$ cat src/rtl/core/pcr_pkg.sv
// Types, constants and helpers shared by the collision response pipeline.
`timescale 1ns / 1ps
`default_nettype none
package pcr_pkg;

  localparam int unsigned WORD_W    = 32;
  localparam int unsigned NORM_BITS = 29;
  localparam int unsigned DIFF_W    = WORD_W + 1;
  localparam int unsigned NRM_W     = 31;
  localparam int unsigned SQ_W      = 2 * NRM_W;
  localparam int unsigned RAD_W     = 64;
  localparam int unsigned ROOT_W    = 32;
  localparam int unsigned SREM_W    = 36;
  localparam int unsigned QUO_W     = 30;
  localparam int unsigned DREM_W    = 33;
  localparam int unsigned NVEC_W    = QUO_W + 1;
  localparam int unsigned RV_W      = WORD_W + 1;
  localparam int unsigned PROD_W    = RV_W + NVEC_W;
  localparam int unsigned DOT_W     = PROD_W + 1;
  localparam int unsigned SPD_W     = DOT_W - NORM_BITS;
  localparam int unsigned MAG_W     = 35;
  localparam int unsigned REST_W    = 17;
  localparam int unsigned MINSPD_W  = 16;
  localparam int unsigned K_W       = 18;
  localparam int unsigned RIMP_W    = MAG_W + K_W - REST_W;
  localparam int unsigned RPART_W   = RIMP_W / 2;
  localparam int unsigned PPART_W   = RPART_W + 1 + NVEC_W;
  localparam int unsigned DSUM_W    = PPART_W + RPART_W;
  localparam int unsigned DD_W      = DSUM_W - NORM_BITS;
  localparam int unsigned VSUM_W    = DD_W + 1;
  localparam int unsigned PADDR_W   = 3;
  localparam int unsigned PDATA_W   = 32;

  localparam int unsigned N_NORM = 5;
  localparam int unsigned N_SQRT = 32;
  localparam int unsigned N_DIV  = 30;

  // Stage positions along the pipeline
  localparam int unsigned ST_AB       = N_NORM + 2;
  localparam int unsigned ST_SQRT_END = ST_AB + 1 + N_SQRT;
  localparam int unsigned ST_DIV_END  = ST_SQRT_END + N_DIV;
  localparam int unsigned ST_N        = ST_DIV_END + 1;
  localparam int unsigned ST_OUT      = ST_N + 3;
  localparam int unsigned PIPE_LAT    = ST_OUT + 4;

  localparam logic [REST_W-1:0]   REST_RESET   = 17'd58982;
  localparam logic [MINSPD_W-1:0] MINSPD_RESET = 16'd66;
  localparam logic [K_W-1:0]      REST_ONE     = 18'd65536;

  typedef enum logic [1:0] {
    OUT_IMPULSE    = 2'd0,
    OUT_COINCIDENT = 2'd1,
    OUT_SEPARATING = 2'd2
  } outcome_e;

  typedef enum logic {
    REG_RESTITUTION = 1'b0,
    REG_MIN_SPEED   = 1'b1
  } reg_idx_e;

  typedef struct packed {
    logic signed [WORD_W-1:0] first_pos_x;
    logic signed [WORD_W-1:0] first_pos_y;
    logic signed [WORD_W-1:0] second_pos_x;
    logic signed [WORD_W-1:0] second_pos_y;
    logic signed [WORD_W-1:0] first_vel_x;
    logic signed [WORD_W-1:0] first_vel_y;
    logic signed [WORD_W-1:0] second_vel_x;
    logic signed [WORD_W-1:0] second_vel_y;
  } in_beat_t;

  typedef struct packed {
    logic signed [WORD_W-1:0] new_first_vel_x;
    logic signed [WORD_W-1:0] new_first_vel_y;
    logic signed [WORD_W-1:0] new_second_vel_x;
    logic signed [WORD_W-1:0] new_second_vel_y;
    logic [1:0]               outcome;
  } out_beat_t;

  typedef struct packed {
    logic [NRM_W-1:0] a;
    logic [NRM_W-1:0] b;
    logic [NRM_W-1:0] m;
  } norm_t;

  typedef struct packed {
    logic [RAD_W-1:0]  rad;
    logic [SREM_W-1:0] rem;
    logic [ROOT_W-1:0] root;
  } sqrt_t;

  typedef struct packed {
    logic [DREM_W-1:0] rem_x;
    logic [DREM_W-1:0] rem_y;
    logic [QUO_W-1:0]  q_x;
    logic [QUO_W-1:0]  q_y;
    logic [ROOT_W-1:0] divisor;
  } div_t;

  typedef struct packed {
    logic signed [WORD_W-1:0] v1x;
    logic signed [WORD_W-1:0] v1y;
    logic signed [WORD_W-1:0] v2x;
    logic signed [WORD_W-1:0] v2y;
    logic                     sx;
    logic                     sy;
    outcome_e                 outcome;
    logic [NRM_W-1:0]         a;
    logic [NRM_W-1:0]         b;
    logic signed [NVEC_W-1:0] nx;
    logic signed [NVEC_W-1:0] ny;
  } side_t;

  // Clip a widened sum back into the signed word range
  function automatic logic signed [WORD_W-1:0] sat_word(input logic signed [VSUM_W-1:0] v);
    logic top_ones;
    logic top_zeros;
    top_ones  = &v[VSUM_W-1:WORD_W-1];
    top_zeros = ~|v[VSUM_W-1:WORD_W-1];
    if (v[VSUM_W-1] && !top_ones) begin
      sat_word = {1'b1, {(WORD_W-1){1'b0}}};
    end else if (!v[VSUM_W-1] && !top_zeros) begin
      sat_word = {1'b0, {(WORD_W-1){1'b1}}};
    end else begin
      sat_word = v[WORD_W-1:0];
    end
  endfunction

endpackage
`default_nettype wire

$ cat src/rtl/core/pcr_div_cell.sv
// One divider cell: settle one quotient bit of both normal components.
`timescale 1ns / 1ps
`default_nettype none
module pcr_div_cell import pcr_pkg::*; (
  input  logic clk_i,
  input  logic en_i,
  input  div_t dv_i,
  output div_t dv_o
);

  logic [DREM_W-1:0] den;
  logic [DREM_W-1:0] diff_x;
  logic [DREM_W-1:0] diff_y;
  logic              ge_x;
  logic              ge_y;
  div_t              dv_d;
  div_t              dv_q;

  always_comb begin
    den          = {1'b0, dv_i.divisor};
    ge_x         = dv_i.rem_x >= den;
    ge_y         = dv_i.rem_y >= den;
    diff_x       = ge_x ? dv_i.rem_x - den : dv_i.rem_x;
    diff_y       = ge_y ? dv_i.rem_y - den : dv_i.rem_y;
    dv_d.rem_x   = {diff_x[DREM_W-2:0], 1'b0};
    dv_d.rem_y   = {diff_y[DREM_W-2:0], 1'b0};
    dv_d.q_x     = {dv_i.q_x[QUO_W-2:0], ge_x};
    dv_d.q_y     = {dv_i.q_y[QUO_W-2:0], ge_y};
    dv_d.divisor = dv_i.divisor;
  end

  always_ff @(posedge clk_i) begin
    if (en_i) begin
      dv_q <= dv_d;
    end
  end

  assign dv_o = dv_q;

endmodule
`default_nettype wire
$ cat config.mk
export PLATFORM = sky130hd
export DESIGN_NAME = pcr_div_cell
export DESIGN_NICKNAME = d
export VERILOG_FILES = /design/src/rtl/core/pcr_pkg.sv /design/src/rtl/core/pcr_div_cell.sv
export SDC_FILE = /design/constraint.sdc
export NUM_CORES = 1
export LEC_CHECK = 0
export ABC_CLOCK_PERIOD_IN_PS = 3000
export BUFFER_PORTS_ARGS = -buffer_cell sky130_fd_sc_hd__buf_2
export CORE_UTILIZATION = 40
export DETAILED_ROUTE_END_ITERATION = 16
export GPL_TIMING_DRIVEN = 0
export MAX_ROUTING_LAYER = met4
export PLACE_DENSITY = 0.72
export SYNTH_ARGS = -nofsm -noshare
export SYNTH_HDL_FRONTEND = slang
export SYNTH_SLANG_ARGS = --single-unit
$ cat constraint.sdc
create_clock -name clk_i -period 3 [get_ports clk_i]
set_input_delay 0.6 -clock clk_i [delete_from_list [all_inputs] [get_ports clk_i]]
set_output_delay 0.6 -clock clk_i [all_outputs]
set_load 0.01 [all_outputs]
== Word level (Yosys, flattened, before mapping) ==
Cells that the tools add are included.
Widths: inputs -> output; s select.

* Logic and storage cells: 11
* Output and inout port bits: 158
* Bits in registers: 156
* Input port bits: 160

* Add/sub/neg operators: 2
* $lt $le $gt $ge: 2
* Muxes and demuxes: 2

{| class="wikitable"
|+ Operators with widths
! cell !! count
|-
| $ge 33x32->1 || 2
|-
| $mux 32 || 2
|-
| $sub 32x32->32 || 2
|}

== Logic depth before layout (Yosys ltp) ==
Gate-level depths: netlist of run 1.

* Word-level depth: 2
* Gate-level depth with buffers: 13
* Depth with buffers taken out: 11

== Worst setup path before layout of run 1 ==
OpenSTA, ideal clock, no wires.

* Path type: input -> register
* Start: input dv_i[6] (netlist name)
* End: register dv_q (netlist bit dv_o[139]) (data pin)
* Library setup time: 0.262 ns
* Buffers on the path: 1
* Required time: 2.738 ns
* Path slack: -0.068 ns
* Data arrival time: 2.806 ns
* Cell stages on the path: 10
* Cell sequence: inv_1 ha_1 a21o_1 a211o_1 o311a_4 a211oi_4 o21a_1 o21a_2 buf_6 mux2_1

* Cells in the longest elaborated chain, start to end: 2
* Elaborated cells between the ends (all ways): 3
* Those cells by class: add/sub (1); order compare (1); mux (1)

{| class="wikitable"
|+ RTL lines
! element !! line !! text
|-
| from (decl) || pcr_div_cell.sv:7 || <nowiki>input div_t dv_i,</nowiki>
|-
| $sub 32x32->32 or $ge 33x32->1 (tied branches) || pcr_div_cell.sv:23, pcr_div_cell.sv:21 ||
|-
| $mux 32 (*) || pcr_div_cell.sv:23 || <nowiki>diff_x = ge_x ? dv_i.rem_x - den : dv_i.rem_x;</nowiki>
|-
| named net diff_x[13] || pcr_div_cell.sv:12 || <nowiki>logic [DREM_W-1:0] diff_x;</nowiki>
|-
| to (signal assigned) || pcr_div_cell.sv:34 || <nowiki>dv_q <= dv_d;</nowiki>
|-
| to (decl) || pcr_div_cell.sv:17 || <nowiki>div_t dv_q;</nowiki>
|}

Mark *: on every way through the listed nets, which the timed path passes. The rest lies on a longest branch.
A chain may end at the register's enable or synchronous reset.

== Final worst setup path of run 1 ==
* Start: input dv_i[8] (netlist name)
* End: register dv_q (netlist bit dv_o[139]) (data pin)

The elaborated chain is that of the path after synthesis.

==> impl_metrics.toml, run 1 <==
[run_status]
outcome = "completed"

[synthesis]
synth_edf_count = 156
yosysMostFrequentCell = "edfxtp_1"
netlist_area_um2 = 9390
avgSynthCellArea_um2 = 11.2
netlist_instances = 835
synth_top_area_cell = "edfxtp_1"
ys_types = 69
netlist_top_cells_area = "edfxtp_1, ha_1, mux2_4"
postSynth.asyncResetShare_pct = 0
ys.flop_type = "edfxtp_1"
yosys-top-cells-count = "edfxtp_1, nand2_1, ha_1"
yosysTopAreaCellShare_pct = 49.9
ys_ff_latch = 156
ys_warn_count = 0
seq_area_frac_synth_pct = 49.9

[floorplan]
die-area_um2 = 24100
dieHeight_um = 155
die_w_um = 155
num_rows = 55
ios = 318
core_um2 = 22800
initial_utilization_pct = 41.1

[power]
p_sw_w = 0.00202
clockPowerShare_pct = 32.2
switching_share_pct = 30.3
ir_drop_v = 0.000261
power_density_nw_per_um2 = 548
power.static_leakage_nw = 5.43
p_comb_share_pct = 26.5
internal_power_w = 0.00465
seqPwrFrac_pct = 41.3

[grt]
grt_pass1_vias = 7337
grt_first_pass_wirelength_um = 39700
grt_max_degree = 97
gr-total-overflow = 0
antenna_found_initial = 4
track_usage_pct = 22.5

[sta]
timing.fmax_mhz = 339
worst_pin_slew_ns = 0.696
setup-tns-final_ns = 0
hold_viol = 0
rsz0062_at_grt = "false"
finalMaxSlewViolations = 0
slew_headroom_pct = 53.3
holdWs_ns = 0.346
period_minus_slack_ns = 2.95
setup-violations-final = 0
timing.final.crit_share_pct = 98.4

[clock_tree]
cts_tree = "yes"
cts_sinks = 156
htree_levels = 4
cts.hold.buffers_added = 0
clk_transition_reported_paths_ns = 0.07
clock_path_buffers = 2
cts-buffers-inserted = 17
ctsRootBufferMaster = "clkbuf_16"

[layout]
final_area_um2 = 12200
fill_cells = 2105
syn2layout_area_growth_pct = 29.8
nets = 1395
final_layout_size_suffix_gt1_share_pct = 37.7
ff_latch_area_um2 = 4680
multi_input_area_um2 = 4500
largest_register_ffs = 156
stdcell_count = 1499

[route]
wl_per_cell_um = 18.1
drc = 0
first_pass_iters = 4
ant_nets = 0
initialDrtViolationCount = 357
viasPerCell = 5.20
num_vias = 7793
drt-total-wl_um = 27100

[critical_path]
worstPathArrival_ns = 3.12
crit_chain = "buf_2 > inv_4 > ha_4 > a21o_1 > a211o_1 > o311a_4 > a211oi_4 > o21a_1 > o21a_2 > buf_6 > mux2_4"
max_stage_delay_ns = 0.40
crit_path_start_kind = "input pin"
setup.worst_path.end_class = "flip-flop"
critPathSlowestCell = "o311a_4"
path_delay_family = "compound AO/OA/AOI/OAI gates"
worst-path-max-fanout = 10
crit_buf_inv = 3
setup.worst_path.start = "dv_i[8]"
path_depth = 11
cp.required_ns = 3.16
worstSetupPathType = "input pin to flip-flop"
endpoint = "dv_o[139]"

[job]
drv_cap = 0

[hold_path]
holdCritPathClass = "input pin to flip-flop"
holdPathStages = 1

[place]
gp_congestion = 0.943
place_area_um2 = 11400
post-place-cells = 1463
dp_hpwl_um = 21400
port_buffers = 313
-- cells by family after synthesis --
| group | share of synthesized area [%] |
|---|---|
| mux | 5.49 |
| xor+xnor | 4.38 |
| other cells | 0.0399 |
| fa+ha+maj | 8.95 |
| buf+inv | 4.13 |
| flops | 49.9 |
| compound gates | 16.5 |
| simple gates | 10.7 |
-- area by class of cell --
type / count / area share [%]
clock inverter: 15 / 1.26
multi-input combinational: 594 / 37.0
timing repair buffer: 319 / 13.4
sequential: 156 / 38.4
buffer: 20 / 1.20
antenna: 4 / 0.0822
inverter: 61 / 1.90
tap: 313 / 3.21
clock buffer: 17 / 3.49
-- layer usage --
| layer | up-vias | GRT usage, % | routed length (um) |
|---|---|---|---|
| li1 | 3816 | - | - |
| met1 | 3705 | 26.5 | 11400 |
| met2 | 242 | 38.3 | 13500 |
| met3 | 30 | 3.73 | 1520 |
| met4 | 0 | 8.96 | 622 |
| met5 | - | - | 0 |
-- power groups by stage --
stage	registers (W)	logic (W)	clock network, W
after floorplan	0.00295	0.000926	0
final	0.00276	0.00177	0.00215
after global placement	0.00281	0.00169	0
after CTS	0.00276	0.00174	0.00219
after global routing	0.00278	0.00192	0.00226
after detailed placement	0.00280	0.00171	0
-- how the worst min path moves through the flow --
stage	from	slack (ns)	endpoint
floorplan	dv_i[0]	0.70	dv_o[0]
global placement	dv_i[45]	0.78	dv_o[46]
detailed placement	dv_i[72]	0.78	dv_o[73]
CTS	dv_i[45]	0.33	dv_o[46]
global route	dv_i[72]	0.32	dv_o[73]
finish	dv_i[74]	0.35	dv_o[75]
-- placed cells by master (no fill, tap or decap), types with 5 or more instances in the layout --
| master | count |
|---|---|
| o31ai_1 | 7 |
| o21a_1 | 6 |
| mux2i_1 | 8 |
| o21ai_1 | 7 |
| inv_6 | 5 |
| o21ai_0 | 51 |
| and3_1 | 8 |
| a21o_1 | 30 |
| nor2_1 | 44 |
| ha_2 | 6 |
| buf_6 | 6 |
| edfxtp_1 | 156 |
| nand2_1 | 67 |
| nor2b_1 | 12 |
| a31oi_1 | 7 |
| xnor2_1 | 27 |
| nor3_1 | 14 |
| nand4_1 | 14 |
| buf_2 | 319 |
| o211ai_1 | 5 |
| buf_4 | 7 |
| nand3_1 | 20 |
| a21oi_1 | 54 |
| a21oi_2 | 6 |
| a211oi_1 | 7 |
| o21bai_1 | 7 |
| inv_1 | 56 |
| clkbuf_16 | 17 |
| ha_1 | 56 |
| mux2_4 | 27 |
| xor2_1 | 20 |
-- repair_timing --
item,in CTS,in global routing
setup endpoints to repair,32,55
resized for setup,18,22
buffers inserted,2,3
pin swaps,5,13
-- stage by stage --
stage          power (W)  setup WS, ns  utilization (%)
2_1_floorplan    0.00388       0.00112                -
3_3_place_gp     0.00450        -0.675             49.8
3_5_place_dp     0.00451        -0.692             50.0
4_1_cts          0.00669       0.00409             52.9
5_1_grt          0.00696       0.00610             53.3
6_report         0.00667        0.0474             53.3
No activity file was read; power rests on OpenSTA's default activity.
==> run 2, diff against run 1 <==
--- a/config.mk
+++ b/config.mk
@@ -6,12 +6,14 @@
 export NUM_CORES = 1
 export LEC_CHECK = 0
 export ABC_CLOCK_PERIOD_IN_PS = 3000
-export BUFFER_PORTS_ARGS = -buffer_cell sky130_fd_sc_hd__buf_2
-export CORE_UTILIZATION = 40
+export BUFFER_PORTS_ARGS = -buffer_cell sky130_fd_sc_hd__buf_4
+export CELL_PAD_IN_SITES_DETAIL_PLACEMENT = 2
+export CELL_PAD_IN_SITES_GLOBAL_PLACEMENT = 2
+export CORE_UTILIZATION = 29
 export DETAILED_ROUTE_END_ITERATION = 16
 export GPL_TIMING_DRIVEN = 0
 export MAX_ROUTING_LAYER = met4
-export PLACE_DENSITY = 0.72
+export PLACE_DENSITY = 0.82
 export SYNTH_ARGS = -nofsm -noshare
 export SYNTH_HDL_FRONTEND = slang
 export SYNTH_SLANG_ARGS = --single-unit
==> run 2 against run 1 <==
Net effect:
- largest power group unchanged
- total power increased by 7.6%
- combinational power grew 19%
- sequential power is essentially flat
- count of clock-buffer cells in the layout did not move
- critical path type unchanged
- highest routed layer unchanged
- maximum frequency about the same
==> impl_metrics.toml, run 2 (synthesis gave the netlist of run 1 again) <==
[sta]
period_minus_slack_ns = 2.95
setup-violations-final = 0
holdWs_ns = 0.330
hold_viol = 0
rsz0062_at_grt = "true"
worst_pin_slew_ns = 0.733
timing.final.crit_share_pct = 98.4
finalMaxSlewViolations = 0
timing.fmax_mhz = 339
slew_headroom_pct = 51.2

[floorplan]
die-area_um2 = 33100
ios = 318
dieHeight_um = 182
initial_utilization_pct = 29.6
num_rows = 65
core_um2 = 31700
die_w_um = 182

[hold_path]
holdCritPathClass = "input pin to flip-flop"
holdPathStages = 1
worstHoldStart = "dv_i[51]"
holdPathEnd = "dv_o[52]"

[route]
num_vias = 8263
wl_per_cell_um = 22.8
viasPerCell = 5.18
drc = 0
initialDrtViolationCount = 268
first_pass_iters = 4
ant_nets = 0
drt-total-wl_um = 36300

[layout]
nets = 1404
ff_latch_area_um2 = 4680
final_layout_size_suffix_gt1_share_pct = 40.8
final_cell_mix = "buf_4, edfxtp_1, nand2_1"
fin_util_pct = 42.0
multi_input_area_um2 = 4620
fill_cells = 3377
largest_register_ffs = 156
final_area_um2 = 13300
layout_commonest_cell = "buf_4"
syn2layout_area_growth_pct = 41.7

[critical_path]
cpMostUsedCell = "buf_12"
crit_chain = "buf_4 > clkinvlp_4 > ha_2 > nand3_1 > nor2_1 > nand4_1 > o311a_1 > o21a_1 > o21a_4 > buf_12 > buf_12 > nand2_1 > o31ai_1"
critPathSlowestCell = "ha_2"
crit_path_start_kind = "input pin"
worstPathArrival_ns = 3.14
worst-path-max-fanout = 10
cp.required_ns = 3.19
setup.worst_path.end_class = "flip-flop"
worstSetupPathType = "input pin to flip-flop"
max_stage_delay_ns = 0.42

[clock_tree]
htree_levels = 4
clock_path_buffers = 2
ctsRootBufferMaster = "clkbuf_16"
clk_transition_reported_paths_ns = 0.08
cts-buffers-inserted = 17
cts_tree = "yes"
cts_sinks = 156

[place]
port_buffers = 313
place_area_um2 = 12300
dp_hpwl_um = 28800
gp_congestion = 0.885

[grt]
antenna_found_initial = 3
gr-total-overflow = 0
grt_first_pass_wirelength_um = 53700
grt_pass1_vias = 8976
track_usage_pct = 22.4
grt_max_degree = 90

[job]
drv_cap = 0

[run_status]
outcome = "completed"

[power]
power_w = 0.00718
power_density_nw_per_um2 = 539
power.static_leakage_nw = 5.73
ir_drop_v = 0.000389
## run 2: worst max-delay path by stage
stage	from	to	cells after the start
after floorplan	dv_i[3]	dv_o[100]	12
after global routing	dv_i[11]	dv_o[118]	12
after CTS	dv_i[7]	dv_o[104]	13
after detailed placement	dv_i[9]	dv_o[118]	12
after global placement	dv_i[0]	dv_o[119]	11
final	dv_i[20]	dv_o[147]	13
## run 2: cell type report
| cell class | instances | share of cell area [%] |
|---|---|---|
| antenna | 3 | 0.0564 |
| buffer | 20 | 1.22 |
| clock buffer | 17 | 3.20 |
| clock inverter | 15 | 1.32 |
| inverter | 61 | 1.82 |
| multi-input combinational | 594 | 34.7 |
| sequential | 156 | 35.2 |
| tap | 402 | 3.78 |
| timing repair buffer | 328 | 18.7 |
## run 2: power breakdown
part	switching (W)	total (W)	internal (W)
registers	0.0000794	0.00279	0.00271
clock network	0.00103	0.00229	0.00126
logic	0.00110	0.00210	0.000999
total	0.00221	0.00718	0.00496
## run 2: worst max-delay path, delay by kind of cell
kind                       cells  cell delay, ns
and+or+nand+nor                4            0.70
buffers and inverters          4            0.56
adders and majority gates      1            0.42
AOI/OAI and AO/OA              4            0.84
## run 2: what timing repair did
| action | 4_1_cts | 5_1_grt |
|---|---|---|
| setup buffers | 8 | 6 |
| hold buffers | 0 | 0 |
| endpoints found under the hold margin | 0 | 0 |
| endpoints found under the setup margin | 44 | 62 |
| resized for setup | 38 | 45 |
| pin swaps | 9 | 15 |
## run 2: routing by layer
layer	track usage [%]	vias up	routed length, um
met2	39.1	231	18800
met5	-	-	0
met3	3.93	63	1500
met4	10.7	0	1360
met1	24.8	4140	14600
li1	-	3829	-
## run 2: metrics by stage
step / std cells / TNS (ns) / setup WS, ns
finish: 1596 / 0 / 0.0486
global route: 1596 / -0.173 / -0.0364
CTS: 1588 / 0 / 0.00395
detailed placement: 1552 / -37.57 / -0.784
global placement: 1551 / -34.06 / -0.808
floorplan: 836 / 0 / 0.00112
==> run 3, diff against run 2 <==
--- a/config.mk
+++ b/config.mk
@@ -5,7 +5,7 @@
 export SDC_FILE = /design/constraint.sdc
 export NUM_CORES = 1
 export LEC_CHECK = 0
-export ABC_CLOCK_PERIOD_IN_PS = 3000
+export ABC_CLOCK_PERIOD_IN_PS = 2400
 export BUFFER_PORTS_ARGS = -buffer_cell sky130_fd_sc_hd__buf_4
 export CELL_PAD_IN_SITES_DETAIL_PLACEMENT = 2
 export CELL_PAD_IN_SITES_GLOBAL_PLACEMENT = 2
==> constraint.sdc (replaced) <==
create_clock -name clk_i -period 2.4 [get_ports clk_i]
set_input_delay 0.48 -clock clk_i [delete_from_list [all_inputs] [get_ports clk_i]]
set_output_delay 0.48 -clock clk_i [all_outputs]
set_load 0.01 [all_outputs]
==> run 3 against run 2 <==
Net effect:
- the run now ends with negative setup slack left
- highest routed layer unchanged
- wire length up 33%
- first-iteration DRC count is 68% higher
- final cell count increased by 6.6%
- largest cell class is now multi-input combinational cells
- total power grew 39%
- flip-flop and latch count is the same
- global-route usage increased by 3.8 points
- clock power rose by 27%
- die area is the same
- via count is 11% higher
- non-clock buffer count rose by 103
==> impl_metrics.toml, run 3 (synthesis gave the netlist of run 1 again) <==
[run_status]
outcome = "complete, but fails checks"
failed_checks = "negative setup slack"

[route]
wl_per_cell_um = 28.3
drc = 0
ant_nets = 0
viasPerCell = 5.39
initialDrtViolationCount = 451
num_vias = 9162
first_pass_iters = 5
top_layer = "met4"
drt-total-wl_um = 48200
met3_length_um = 1930
m1WireLength_um = 18600
wl_met2_um = 25100

[critical_path]
cp.required_ns = 2.64
max_stage_delay_ns = 0.41
endpoint = "dv_o[154]"
path_delay_family = "compound AO/OA/AOI/OAI gates"
path_depth = 14
setup.worst_path.start = "dv_i[10]"
crit_chain = "buf_6 > inv_4 > ha_1 > a211oi_2 > o21ai_0 > a32o_1 > a211oi_4 > o21a_1 > o21a_4 > buf_12 > buf_12 > buf_12 > nand2_2 > o31ai_2"
worst-path-max-fanout = 6
worstPathArrival_ns = 3.12
setup.worst_path.end_class = "flip-flop"
worstSetupPathType = "input pin to flip-flop"
critPathSlowestCell = "ha_1"
crit_buf_inv = 5
crit_path_start_kind = "input pin"
cpMostUsedCell = "buf_12"

[layout]
fin_util_pct = 49.3
layout_commonest_cell = "buf_4"
syn2layout_area_growth_pct = 66.6
final_layout_size_suffix_gt1_share_pct = 55.6
final_area_um2 = 15600
fill_cells = 3106
final_cell_mix = "buf_4, edfxtp_1, nand2_1"
largest_register_ffs = 156
nets = 1507

[sta]
finalMaxSlewViolations = 0
slew_headroom_pct = 48.4
setup-violations-final = 66
timing.final.crit_share_pct = 120
fin_ws_ns = -0.481
period_minus_slack_ns = 2.88
timing.fmax_mhz = 347
hold_viol = 0
rsz0062_at_grt = "true"
worst_pin_slew_ns = 0.775

[job]
drv_cap = 0

[floorplan]
core_um2 = 31700
die_w_um = 182
ios = 318
num_rows = 65
dieHeight_um = 182
initial_utilization_pct = 29.6
die-area_um2 = 33100

[clock_tree]
clk_transition_reported_paths_ns = 0.08
cts.hold.buffers_added = 0
cts_tree = "yes"
cts-buffers-inserted = 17
ctsRootBufferMaster = "clkbuf_16"
cts_sinks = 156
clock_path_buffers = 2
htree_levels = 4

[power]
power.static_leakage_nw = 6.56
ir_drop_v = 0.000569
power_density_nw_per_um2 = 639

[grt]
grt_max_degree = 85
gr-total-overflow = 0
grt_pass1_vias = 9828
grt_first_pass_wirelength_um = 62500
antenna_found_initial = 5
track_usage_pct = 26.2

[place]
gp_congestion = 0.890
pre_cts_slack_ns = -1.22
place_area_um2 = 12500
dp_hpwl_um = 28600
port_buffers = 313

[hold_path]
holdCritPathClass = "input pin to flip-flop"
worstHoldStart = "dv_i[77]"
-- run 3: changes by cell type in the layout (fill, tap and decap cells not counted), sizes merged --
cell / previous run / this run
clkinvlp: 5 / 11
buf: 343 / 443
clkbuf: 22 / 25
inv: 67 / 61
diode: 3 / 5
-- run 3: metal layers --
| layer | up-vias | global-route usage (%) |
|---|---|---|
| li1 | 4052 | - |
| met5 | - | - |
| met3 | 116 | 3.39 |
| met4 | 0 | 12.8 |
| met1 | 4645 | 28.0 |
| met2 | 349 | 47.6 |
-- run 3: final cells by class --
cell class	count	area (um2)	area share [%]
diodes	5	12.5	0.0800
plain buffers	16	241	1.54
clock buffers	17	425	2.72
clock inverters	15	174	1.11
inverters	61	322	2.06
multi-input cells	594	5640	36.0
flip-flops and latches	156	4680	29.9
well taps	402	503	3.21
repair buffers	435	3640	23.3
-- run 3: worst min-delay path by stage --
stage	to	slack, ns	cells after the start
2_1_floorplan	dv_o[0]	0.58	0
3_3_place_gp	dv_o[36]	0.66	1
3_5_place_dp	dv_o[45]	0.66	1
4_1_cts	dv_o[43]	0.19	1
5_1_grt	dv_o[78]	0.19	1
6_report	dv_o[78]	0.20	1
-- run 3: timing repair --
item,in CTS,in global routing
pin swaps,61,54
endpoints found under the setup margin,66,66
gates cloned,6,3
setup buffers,85,32
resized for setup,246,115
-- run 3: power breakdown --
part | internal, W | switching [W] | total [W]
Clock | 0.00158 | 0.00134 | 0.00291
Combinational | 0.00174 | 0.00184 | 0.00358
Sequential | 0.00339 | 0.000123 | 0.00351
Total | 0.00670 | 0.00330 | 0.0100
-- run 3: metrics by stage --
step / power, W / hold slack [ns] / cells / setup TNS [ns]
after floorplan: 0.00489 / 0.579 / 836 / -21.27
after global placement: 0.00597 / 0.658 / 1551 / -66.01
after detailed placement: 0.00608 / 0.659 / 1552 / -68.99
after CTS: 0.00955 / 0.190 / 1668 / -19.66
after global routing: 0.0103 / 0.194 / 1701 / -29.98
final: 0.0100 / 0.204 / 1701 / -26.08
